[config.mk]
export PLATFORM = sky130hd
export DESIGN_NAME = fixed_point_to_base_n_text_core_flat
export DESIGN_NICKNAME = d
export VERILOG_FILES = /design/src/hdl/ftb_pkg.sv /design/src/hdl/ftb_ifs.sv /design/src/hdl/fixed_point_to_base_n_text_core.sv /design/src/hdl/ftb_queue.sv /design/src/hdl/ftb_front.sv /design/src/hdl/ftb_back.sv /design/src/flat_wrapper.sv
export VERILOG_INCLUDE_DIRS = /design/src /design/src/hdl
export SDC_FILE = /design/constraint.sdc
export NUM_CORES = 1
export LEC_CHECK = 0
export BUFFER_PORTS_ARGS = -buffer_cell sky130_fd_sc_hd__buf_2
export CORE_MARGIN = 2
export CORE_UTILIZATION = 28
export DETAILED_ROUTE_END_ITERATION = 7
export GPL_TIMING_DRIVEN = 0
export RECOVER_POWER = 50
export SLEW_MARGIN = 10
export SYNTH_ARGS = -nofsm -noshare
export SYNTH_HDL_FRONTEND = slang
export SYNTH_SLANG_ARGS = --single-unit
[constraint.sdc]
create_clock -name clk -period 13.3 [get_ports clk]
set_clock_uncertainty 0.15 [all_clocks]
set_input_delay 0 -clock clk [delete_from_list [all_inputs] [get_ports clk]]
set_output_delay 0 -clock clk [all_outputs]
set_load 0.05 [all_outputs]
[src/hdl/fixed_point_to_base_n_text_core_defines.svh]
// Assertion macros for the base-N text converter.
// Included by files that carry concurrent checks; needs clk and rst in scope.
`ifndef FIXED_POINT_TO_BASE_N_TEXT_CORE_DEFINES_SVH
`define FIXED_POINT_TO_BASE_N_TEXT_CORE_DEFINES_SVH
`ifndef SYNTH
`define FTB_ASSERT_IMP(lbl, ante, cons, msg) \
  lbl: assert property (@(posedge clk) disable iff (rst) (ante) |-> (cons)) \
    else $error(msg);
`define FTB_ASSERT_NXT(lbl, ante, cons, msg) \
  lbl: assert property (@(posedge clk) disable iff (rst) (ante) |=> (cons)) \
    else $error(msg);
`else
`define FTB_ASSERT_IMP(lbl, ante, cons, msg)
`define FTB_ASSERT_NXT(lbl, ante, cons, msg)
`endif
`endif

[src/hdl/ftb_pkg.sv]
// Shared constants, types and the digit alphabet of the base-N text converter.
// No dependencies; the interfaces, the design modules and the testbench import this package.
package ftb_pkg;

  localparam int INT_BITS        = 31;
  localparam int FRAC_BITS       = 32;
  localparam int RADIX_W         = 6;
  localparam int PREC_W          = 6;
  localparam int DIGIT_W         = 6;
  localparam int CHAR_W          = 8;
  localparam int CFG_IDX_W       = 2;
  localparam int CFG_DATA_W      = 6;
  localparam int RADIX_MIN       = 2;
  localparam int RADIX_MAX       = 62;
  localparam int RADIX_RESET     = 10;
  localparam int PREC_RESET      = 8;
  localparam int MAX_FRAC_DIGITS = 32;

  // Quotient bits resolved per cycle by the integer divider.
  localparam int DIV_STEPS = 4;

  localparam int QDEPTH   = 2;
  localparam int QPTR_W   = $clog2(QDEPTH);
  localparam int QCNT_W   = $clog2(QDEPTH + 1);
  localparam int ICNT_W   = $clog2(INT_BITS + 1);
  localparam int IDX_W    = $clog2(INT_BITS);
  localparam int BITCNT_W = $clog2(INT_BITS + DIV_STEPS);
  localparam int REM_W    = RADIX_W + 1;
  localparam int PROD_W   = FRAC_BITS + RADIX_W;

  localparam logic [CFG_IDX_W-1:0] REG_RADIX       = CFG_IDX_W'(0);
  localparam logic [CFG_IDX_W-1:0] REG_FRAC_DIGITS = CFG_IDX_W'(1);

  localparam logic [CHAR_W-1:0] CHAR_DOT = 8'h2E;
  localparam logic [CHAR_W-1:0] CHAR_NUL = 8'h00;

  // One conversion job as it waits between front and back.
  typedef struct packed {
    logic [RADIX_W-1:0]   radix;
    logic [PREC_W-1:0]    prec;
    logic [INT_BITS-1:0]  int_part;
    logic [FRAC_BITS-1:0] frac_part;
    logic                 int_zero;
    logic                 has_point;
  } ftb_job_t;

  typedef struct packed {
    logic [QCNT_W-1:0] count;
    logic              full;
  } ftb_q_stat_t;

  // Alphabet without upper-case J and K; codes past the end wrap around.
  function automatic logic [CHAR_W-1:0] digit_symbol(input logic [DIGIT_W-1:0] d);
    logic [CHAR_W-1:0] c;
    case (d) inside
      [6'd0:6'd9]:   c = 8'h30 + CHAR_W'(d);
      [6'd10:6'd18]: c = 8'h41 + CHAR_W'(d - 6'd10);
      [6'd19:6'd33]: c = 8'h4C + CHAR_W'(d - 6'd19);
      [6'd34:6'd59]: c = 8'h61 + CHAR_W'(d - 6'd34);
      6'd60:         c = 8'h40;
      6'd61:         c = 8'h5F;
      default:       c = 8'h30 + CHAR_W'(d - 6'd62);
    endcase
    return c;
  endfunction

endpackage

[src/hdl/ftb_ifs.sv]
// Handshake channels of the converter: input words, text words, config writes.
// Depends on ftb_pkg for field widths.
interface ftb_item_if import ftb_pkg::*; ();
  logic                 valid;
  logic                 ready;
  logic [INT_BITS-1:0]  int_part;
  logic [FRAC_BITS-1:0] frac_part;
  modport source (output valid, output int_part, output frac_part, input ready);
  modport sink   (input valid, input int_part, input frac_part, output ready);
endinterface

interface ftb_text_if import ftb_pkg::*; ();
  logic              valid;
  logic              ready;
  logic [CHAR_W-1:0] char_out;
  logic              is_last;
  logic              is_empty;
  modport source (output valid, output char_out, output is_last, output is_empty,
                  input ready);
  modport sink   (input valid, input char_out, input is_last, input is_empty,
                  output ready);
endinterface

interface ftb_cfg_if import ftb_pkg::*; ();
  logic                  valid;
  logic                  ready;
  logic [CFG_IDX_W-1:0]  index;
  logic [CFG_DATA_W-1:0] data;
  modport source (output valid, output index, output data, input ready);
  modport sink   (input valid, input index, input data, output ready);
endinterface

[src/hdl/fixed_point_to_base_n_text_core.sv]
// Fixed-point to base-N text converter, top level.
// Depends on ftb_pkg, ftb_ifs, ftb_front, ftb_back and the assertion macro header.
//
// Channels: item carries one value (int_part, frac_part); text carries one
// character word per handshake, is_last on the final word of a value and
// is_empty on the single NUL word sent for a value that gives no text. cfg
// writes radix (index 0) and frac_digits (index 1); it is always ready. The user
// must write it only while the block is idle; the block itself does not enforce this.
// Flow: a value waits in a two-entry queue; the back end then loads it,
// works out each integer digit on the shared 4-bit-per-cycle divider and
// sends the characters in order, one word per handshake. It takes the next
// value from the queue only once it is back in idle after the current one.
// Reset: radix returns to 10, frac_digits to 8, the queue and the output
// register empty. When text stalls, the current character holds, the back
// end waits, and the queue takes up to two more values before item drops ready.
`include "fixed_point_to_base_n_text_core_defines.svh"

module fixed_point_to_base_n_text_core import ftb_pkg::*; (
  input  logic       clk,
  input  logic       rst,
  ftb_item_if.sink   item,
  ftb_cfg_if.sink    cfg,
  ftb_text_if.source text
);

  ftb_job_t    job;
  logic        job_valid;
  logic        pop;
  ftb_q_stat_t q_stat;

  ftb_front u_front (
    .clk       (clk),
    .rst       (rst),
    .item      (item),
    .cfg       (cfg),
    .pop       (pop),
    .job       (job),
    .job_valid (job_valid),
    .q_stat    (q_stat)
  );

  ftb_back u_back (
    .clk       (clk),
    .rst       (rst),
    .job       (job),
    .job_valid (job_valid),
    .pop       (pop),
    .text      (text)
  );

  `FTB_ASSERT_IMP(a_full_blocks_input, q_stat.full, !item.ready, "input taken while queue full")
  `FTB_ASSERT_NXT(a_accept_fills_queue, item.valid && item.ready, q_stat.count != '0, "accepted word lost")
  `FTB_ASSERT_IMP(a_empty_word_form, text.valid && text.is_empty, text.is_last && text.char_out == CHAR_NUL, "bad empty word")

endmodule

[src/hdl/ftb_queue.sv]
// Short job queue that decouples the front classifier from the back sequencer.
// Depends on ftb_pkg for the job type and depth.
module ftb_queue import ftb_pkg::*; (
  input  logic        clk,
  input  logic        rst,
  input  logic        push,
  input  ftb_job_t    push_job,
  input  logic        pop,
  output ftb_job_t    head,
  output logic        head_valid,
  output ftb_q_stat_t stat
);

  ftb_job_t          slots [QDEPTH];
  logic [QPTR_W-1:0] wr_ptr;
  logic [QPTR_W-1:0] rd_ptr;
  logic [QCNT_W-1:0] count;

  function automatic logic [QPTR_W-1:0] ptr_inc(input logic [QPTR_W-1:0] p);
    return (p == QPTR_W'(QDEPTH - 1)) ? '0 : p + QPTR_W'(1);
  endfunction

  always_ff @(posedge clk) begin
    if (rst) begin
      wr_ptr <= '0;
      rd_ptr <= '0;
      count  <= '0;
    end else begin
      if (push) wr_ptr <= ptr_inc(wr_ptr);
      if (pop)  rd_ptr <= ptr_inc(rd_ptr);
      if (push && !pop)      count <= count + QCNT_W'(1);
      else if (pop && !push) count <= count - QCNT_W'(1);
    end
  end

  always_ff @(posedge clk) begin
    if (push) slots[wr_ptr] <= push_job;
  end

  assign head       = slots[rd_ptr];
  assign head_valid = (count != '0);
  assign stat.count = count;
  assign stat.full  = (count == QCNT_W'(QDEPTH));

endmodule

[src/hdl/ftb_front.sv]
// Front end: configuration registers, input classification and the job queue.
// Depends on ftb_pkg, ftb_ifs and ftb_queue.
module ftb_front import ftb_pkg::*; (
  input  logic        clk,
  input  logic        rst,
  ftb_item_if.sink    item,
  ftb_cfg_if.sink     cfg,
  input  logic        pop,
  output ftb_job_t    job,
  output logic        job_valid,
  output ftb_q_stat_t q_stat
);

  logic [RADIX_W-1:0] radix;
  logic [PREC_W-1:0]  frac_digits;
  ftb_job_t           new_job;
  logic               push;

  assign cfg.ready = 1'b1;

  always_ff @(posedge clk) begin
    if (rst) begin
      radix       <= RADIX_W'(RADIX_RESET);
      frac_digits <= PREC_W'(PREC_RESET);
    end else if (cfg.valid) begin
      case (cfg.index)
        REG_RADIX:       radix       <= cfg.data;
        REG_FRAC_DIGITS: frac_digits <= cfg.data;
        default: ;
      endcase
    end
  end

  // Out-of-range settings saturate to the nearest supported value.
  always_comb begin
    new_job = '0;
    if (radix < RADIX_W'(RADIX_MIN))      new_job.radix = RADIX_W'(RADIX_MIN);
    else if (radix > RADIX_W'(RADIX_MAX)) new_job.radix = RADIX_W'(RADIX_MAX);
    else                                  new_job.radix = radix;
    if (frac_digits > PREC_W'(MAX_FRAC_DIGITS)) new_job.prec = PREC_W'(MAX_FRAC_DIGITS);
    else                                        new_job.prec = frac_digits;
    new_job.int_part  = item.int_part;
    new_job.frac_part = item.frac_part;
    new_job.int_zero  = (item.int_part == '0);
    new_job.has_point = (item.frac_part != '0) || (new_job.prec == '0);
  end

  assign item.ready = !q_stat.full;
  assign push       = item.valid && item.ready;

  ftb_queue u_queue (
    .clk        (clk),
    .rst        (rst),
    .push       (push),
    .push_job   (new_job),
    .pop        (pop),
    .head       (job),
    .head_valid (job_valid),
    .stat       (q_stat)
  );

endmodule

[src/hdl/ftb_back.sv]
// Back end: integer digit divider, fraction multiplier, digit store and text output.
// Depends on ftb_pkg and ftb_ifs.
module ftb_back import ftb_pkg::*; (
  input  logic       clk,
  input  logic       rst,
  input  ftb_job_t   job,
  input  logic       job_valid,
  output logic       pop,
  ftb_text_if.source text
);

  typedef enum logic [5:0] {
    S_IDLE  = 6'b000001,
    S_DIV   = 6'b000010,
    S_INT   = 6'b000100,
    S_DOT   = 6'b001000,
    S_FRAC  = 6'b010000,
    S_EMPTY = 6'b100000
  } state_t;

  state_t               state;
  logic [RADIX_W-1:0]   radix;
  logic [PREC_W-1:0]    prec;
  logic [INT_BITS-1:0]  n;
  logic [REM_W-1:0]     rem;
  logic [BITCNT_W-1:0]  bitcnt;
  logic [FRAC_BITS-1:0] frac;
  logic                 has_point;
  logic [ICNT_W-1:0]    dcnt;
  logic [ICNT_W-1:0]    rd_idx;
  logic [ICNT_W-1:0]    rd_m1;
  logic [PREC_W-1:0]    fcnt;
  logic [DIGIT_W-1:0]   store [INT_BITS];

  logic                 out_valid;
  logic [CHAR_W-1:0]    out_char;
  logic                 out_last;
  logic                 out_empty;

  logic [INT_BITS-1:0]  n_next;
  logic [REM_W-1:0]     rem_next;
  logic [REM_W-1:0]     trial;
  logic                 bit_done;
  logic [PROD_W-1:0]    prod;
  logic                 slot_free;
  logic                 emit;
  logic [CHAR_W-1:0]    emit_char;
  logic                 emit_last;
  logic                 emit_empty;

  // Restoring division by the radix, a few quotient bits per cycle. The
  // quotient shifts into n as the dividend bits shift out of it.
  always_comb begin
    n_next   = n;
    rem_next = rem;
    trial    = '0;
    for (int j = 0; j < DIV_STEPS; j++) begin
      if ((int'(bitcnt) + j) < INT_BITS) begin
        trial  = {rem_next[REM_W-2:0], n_next[INT_BITS-1]};
        n_next = {n_next[INT_BITS-2:0], 1'b0};
        if (trial >= {1'b0, radix}) begin
          rem_next  = trial - {1'b0, radix};
          n_next[0] = 1'b1;
        end else begin
          rem_next = trial;
        end
      end
    end
  end

  assign bit_done  = (int'(bitcnt) + DIV_STEPS) >= INT_BITS;
  assign prod      = PROD_W'(frac) * PROD_W'(radix);
  assign rd_m1     = rd_idx - ICNT_W'(1);
  assign slot_free = !out_valid || text.ready;
  assign pop       = (state == S_IDLE) && job_valid;

  always_comb begin
    emit       = 1'b0;
    emit_char  = CHAR_NUL;
    emit_last  = 1'b0;
    emit_empty = 1'b0;
    case (state)
      S_INT: begin
        emit      = slot_free;
        emit_char = digit_symbol(store[rd_m1[IDX_W-1:0]]);
        emit_last = (rd_idx == ICNT_W'(1)) && !has_point;
      end
      S_DOT: begin
        emit      = slot_free;
        emit_char = CHAR_DOT;
        emit_last = (prec == '0);
      end
      S_FRAC: begin
        emit      = slot_free;
        emit_char = digit_symbol(prod[PROD_W-1:FRAC_BITS]);
        emit_last = (fcnt == PREC_W'(1));
      end
      S_EMPTY: begin
        emit       = slot_free;
        emit_last  = 1'b1;
        emit_empty = 1'b1;
      end
      default: ;
    endcase
  end

  always_ff @(posedge clk) begin
    if (rst) begin
      state     <= S_IDLE;
      bitcnt    <= '0;
      dcnt      <= '0;
      rd_idx    <= '0;
      fcnt      <= '0;
      out_valid <= 1'b0;
    end else begin
      if (emit)            out_valid <= 1'b1;
      else if (text.ready) out_valid <= 1'b0;
      case (state)
        S_IDLE: begin
          if (job_valid) begin
            bitcnt <= '0;
            dcnt   <= '0;
            if (!job.int_zero)     state <= S_DIV;
            else if (job.has_point) state <= S_DOT;
            else                   state <= S_EMPTY;
          end
        end
        S_DIV: begin
          if (bit_done) begin
            bitcnt <= '0;
            dcnt   <= dcnt + ICNT_W'(1);
            if (n_next == '0 || dcnt == ICNT_W'(INT_BITS - 1)) begin
              rd_idx <= dcnt + ICNT_W'(1);
              state  <= S_INT;
            end
          end else begin
            bitcnt <= bitcnt + BITCNT_W'(DIV_STEPS);
          end
        end
        S_INT: begin
          if (emit) begin
            rd_idx <= rd_m1;
            if (rd_idx == ICNT_W'(1)) state <= has_point ? S_DOT : S_IDLE;
          end
        end
        S_DOT: begin
          if (emit) begin
            fcnt  <= prec;
            state <= (prec == '0) ? S_IDLE : S_FRAC;
          end
        end
        S_FRAC: begin
          if (emit) begin
            fcnt <= fcnt - PREC_W'(1);
            if (fcnt == PREC_W'(1)) state <= S_IDLE;
          end
        end
        S_EMPTY: begin
          if (emit) state <= S_IDLE;
        end
        default: state <= S_IDLE;
      endcase
    end
  end

  always_ff @(posedge clk) begin
    if (pop) begin
      radix     <= job.radix;
      prec      <= job.prec;
      n         <= job.int_part;
      frac      <= job.frac_part;
      has_point <= job.has_point;
      rem       <= '0;
    end else if (state == S_DIV) begin
      n   <= n_next;
      rem <= bit_done ? '0 : rem_next;
    end else if (state == S_FRAC && emit) begin
      frac <= prod[FRAC_BITS-1:0];
    end
    if (emit) begin
      out_char  <= emit_char;
      out_last  <= emit_last;
      out_empty <= emit_empty;
    end
  end

  // Digits land least significant first and are read back in reverse.
  always_ff @(posedge clk) begin
    if (state == S_DIV && bit_done) store[dcnt[IDX_W-1:0]] <= rem_next[DIGIT_W-1:0];
  end

  assign text.valid    = out_valid;
  assign text.char_out = out_char;
  assign text.is_last  = out_last;
  assign text.is_empty = out_empty;

endmodule

[src/flat_wrapper.sv]
// flat-port wrapper written by rule: the top's interface ports become plain ports
module fixed_point_to_base_n_text_core_flat import ftb_pkg::*;
  (clk, rst, item_valid, item_int_part, item_frac_part, item_ready, cfg_valid, cfg_index, cfg_data, cfg_ready, text_valid, text_char_out, text_is_last, text_is_empty, text_ready);
  ftb_item_if item_i ();
  ftb_cfg_if cfg_i ();
  ftb_text_if text_i ();
  input  logic clk;
  input  logic rst;
  input wire logic [$bits(item_i.valid)-1:0] item_valid;
  input wire logic [$bits(item_i.int_part)-1:0] item_int_part;
  input wire logic [$bits(item_i.frac_part)-1:0] item_frac_part;
  output wire logic [$bits(item_i.ready)-1:0] item_ready;
  input wire logic [$bits(cfg_i.valid)-1:0] cfg_valid;
  input wire logic [$bits(cfg_i.index)-1:0] cfg_index;
  input wire logic [$bits(cfg_i.data)-1:0] cfg_data;
  output wire logic [$bits(cfg_i.ready)-1:0] cfg_ready;
  output wire logic [$bits(text_i.valid)-1:0] text_valid;
  output wire logic [$bits(text_i.char_out)-1:0] text_char_out;
  output wire logic [$bits(text_i.is_last)-1:0] text_is_last;
  output wire logic [$bits(text_i.is_empty)-1:0] text_is_empty;
  input wire logic [$bits(text_i.ready)-1:0] text_ready;
  assign item_i.valid = item_valid;
  assign item_i.int_part = item_int_part;
  assign item_i.frac_part = item_frac_part;
  assign item_ready = item_i.ready;
  assign cfg_i.valid = cfg_valid;
  assign cfg_i.index = cfg_index;
  assign cfg_i.data = cfg_data;
  assign cfg_ready = cfg_i.ready;
  assign text_valid = text_i.valid;
  assign text_char_out = text_i.char_out;
  assign text_is_last = text_i.is_last;
  assign text_is_empty = text_i.is_empty;
  assign text_i.ready = text_ready;
  fixed_point_to_base_n_text_core u_core (.clk(clk), .rst(rst), .item(item_i), .cfg(cfg_i), .text(text_i));
endmodule
==> out/metrics.yaml <==
worst_pin_slew_ns: 3.32
netlist_top_cells_area: "edfxtp_1 (43%), fa_1 (8.5%), ha_1 (4.7%)"
reg2reg_slack_ns: 2.06
io_buffer_count: 87
drtPass1Iterations: 6
clockBufferDepth: 3
hold_violations: 0
cts_root_buf: "clkbuf_16"
drt-total-wl_um: 82300
worstSetupPathType: "register to register"
gp_congestion: 0.908
drt_iter0_drc: 2039
path_delay_family: "compound AO/OA/AOI/OAI gates"
synth_area_mm2: 0.0295
fillers: 10500
areaGrowthSynthToFinish_pct: 17.5
worstPathMaxFanout: 31
wl_per_cell_um: 18.8
via_per_inst: 5.01
synth_cell_types: 103
synth_nets: 2980
hp-class: "input port to register"
cts_resized: 0
cts_num_sinks: 476
tns_ns: 0
rsz0062_at_grt: "no"
yosysTopAreaCell: "edfxtp_1"
drive_above_1_share_pct: 7.79
final_core_util_pct: 33.1
crit_path_frequent_cell: "a21oi_1"
synth_edf_count: 426
multi_input_area_mm2: 0.0144
hpwl_um: 60100
drv_slew: 150
synthFlopType: "edfxtp_1"
row_count: 119
worstHoldPathCells: 4
synth_area_per_cell_um2: 11.1
netlist_instances: 2667
fp.coreArea_mm2: 0.105
cp.buffers_inverters: 3
cts_made_buffers: 49
cp.depth: 41
drv_cap: 5
min_period_ns: 11.24
cts_tree: "done"
setup_viol: 0
yosys.area.top_type_share_pct: 43.3
status: "finished, violations left"
async_reset_ff_share_pct: 0
cpPeakStageDelay_ns: 0.90
clk_pin_slew_ns: 0.06
remaining_drc_errors: 0
r2r_end: "u_core.u_back.store[28][3]$_DFFE_PP_"
fin_crit_sh_pct: 84.5
cp_slowest_cell: "o211a_1"
initial_core_util_pct: 28.1
fmax_mhz: 89.0
die_w_um: 329
critPathLaunchType: "register"
slew_headroom_pct: -121
required_ns: 13.42
rr_startpoint: "u_core.u_back.radix[1]$_DFFE_PP_"
worst-r2r-cell-count: 41
yosysSeqAreaShare_pct: 46.7
antenna_found_initial: 6
ant_nets: 0
die_h_um: 329
critical_path_arrival_ns: 11.36
ys.warnings.count: 0
grt_first_pass_wirelength_um: 128000
whs_endpoint: "u_core.u_front.radix[4]$_SDFFE_PP0P_"
io_pins: 89
htreeDepth: 2
endpoint_kind: "register"
min-delay-start: "cfg_data[4]"
grt.total_usage_pct: 15.0
violations: "max-capacitance violations, max-slew violations"
clock_latency_ns: 0.62
ys_ff_latch: 476
vias: 21900
seq_area_mm2: 0.0138
nNetsFinal: 3254
grt_pass1_vias: 21900
grt_max_degree: 57
grt_overflow: 0
die-area_mm2: 0.108
-- layout make-up --
cell class	instances	area share, %
multi-input combinational	1860	41.5
inverter	194	2.10
clock inverter	35	1.19
sequential	476	39.8
buffer	137	1.80
clock buffer	55	3.60
tap	1391	5.02
timing repair buffer	223	5.00
antenna	1	0.00721
-- logic make-up after synthesis --
| group | share of synthesized area, % |
|---|---|
| XOR/XNOR | 2.37 |
| adder cells (fa/ha/maj) | 13.3 |
| flip-flops | 46.7 |
| multiplexers | 7.38 |
| AND/OR/NAND/NOR | 13.0 |
| AO/OA/AOI/OAI | 12.6 |
| buffers and inverters | 4.59 |
| other | 0.0127 |
-- per-layer routing --
metal	up-vias	share of wire (%)	GRT usage (%)
met5	-	0.069	0
met4	8	3.1	4.97
met3	147	6.1	2.05
met2	669	49	25.6
met1	10800	42	19.6
li1	10200	-	-
-- worst max-delay path by stage --
stage	from	end	slack (ns)
finish	u_core.u_back.radix[1]$_DFFE_PP_	u_core.u_back.store[28][3]$_DFFE_PP_	2.06
global placement	u_core.u_back.radix[1]$_DFFE_PP_	u_core.u_back.store[13][2]$_DFFE_PP_	0.28
CTS	u_core.u_back.radix[1]$_DFFE_PP_	u_core.u_back.store[28][3]$_DFFE_PP_	2.29
detailed placement	u_core.u_back.radix[1]$_DFFE_PP_	u_core.u_back.store[29][3]$_DFFE_PP_	2.32
global route	u_core.u_back.radix[1]$_DFFE_PP_	u_core.u_back.store[24][3]$_DFFE_PP_	1.20
floorplan	u_core.u_back.radix[1]$_DFFE_PP_	u_core.u_back.store[0][4]$_DFFE_PP_	3.66
-- synthesized netlist by cell type (all sizes together), types with 28 or more instances --
library cell  instances
nand3                43
ha                  112
clkbuf               94
edfxtp              426
xnor2                57
fa                  125
a211oi               55
nand2               365
nor2b                38
nor4                 28
mux4                 46
nor2                172
o21ai               126
nor3                 33
inv                 193
a21oi               151
and2                 28
nand2b               29
buf                  43
nand4                28
mux2i                86
a21o                 31
dfxtp                50
-- flip-flops by register name, indices dropped and copies added, names as in the netlist, 2 cells and up, named ones only --
name and cells:
u_core.u_back.bitcnt 4, u_core.u_back.fcnt 6, u_core.u_back.prec 6, u_core.u_back.store 186, u_core.u_back.rd_idx 5, u_core.u_back.n 31, u_core.u_back.rem 6, u_core.u_front.u_queue.slots 154
u_core.u_front.radix 6, u_core.u_front.frac_digits 6, u_core.u_back.radix 6, u_core.u_back.frac 32, u_core.u_back.text.char_out 8, u_core.u_back.dcnt 5, u_core.u_back.state 6, u_core.u_front.u_queue.count 2
-- placed cells by master, fill, tap and decap left out, types with 13 or more instances in the layout --
cell type / instances
nand2_1: 365
nand4_1: 28
xor2_1: 21
a21o_1: 31
clkbuf_1: 178
o21ai_0: 112
inv_1: 191
o211ai_1: 24
mux2i_1: 86
nor4_1: 28
edfxtp_1: 426
fa_1: 125
ha_1: 112
clkbuf_16: 49
mux2_2: 13
and2_1: 25
a211oi_1: 52
nor2b_1: 38
xnor2_1: 55
nand2b_1: 29
mux4_2: 46
nor2_1: 172
o21a_1: 15
a31oi_1: 17
nand3_1: 43
dfxtp_1: 50
o22ai_1: 13
nor3_1: 28
and3_1: 16
dlygate4sd3_1: 128
buf_2: 35
a21oi_1: 148
-- through the flow --
stage          area (um^2)  hold slack [ns]  setup slack [ns]  cells
6_report             34700           0.0406              2.06   4372
5_1_grt              34700           0.0771              1.20   4372
4_1_cts              34900          0.00104              2.29   4371
3_5_place_dp         31900           0.0598              2.32   4153
3_3_place_gp         31700           0.0554             0.282   4145
2_1_floorplan        29500          -0.0511              3.66   2667
-- what timing repair did --
action	4_1_cts	5_1_grt
hold buffers	128	0
endpoints found under the hold margin	200	0
buffers inserted	0	0
-- worst register-to-register path: cells and delay by family, from the launching register on --
family / cells / cell delay (ns)
AO/OA/AOI/OAI: 26 / 6.08
AND/OR/NAND/NOR: 7 / 1.34
adder cells (fa/ha/maj): 4 / 1.27
buffers and inverters: 3 / 1.10
flip-flops: 1 / 0.69
multiplexers: 1 / 0.23
Power is left out: the tool's default activity adds up to more than one toggle a clock period on the data nets, which glitch-free logic cannot reach.
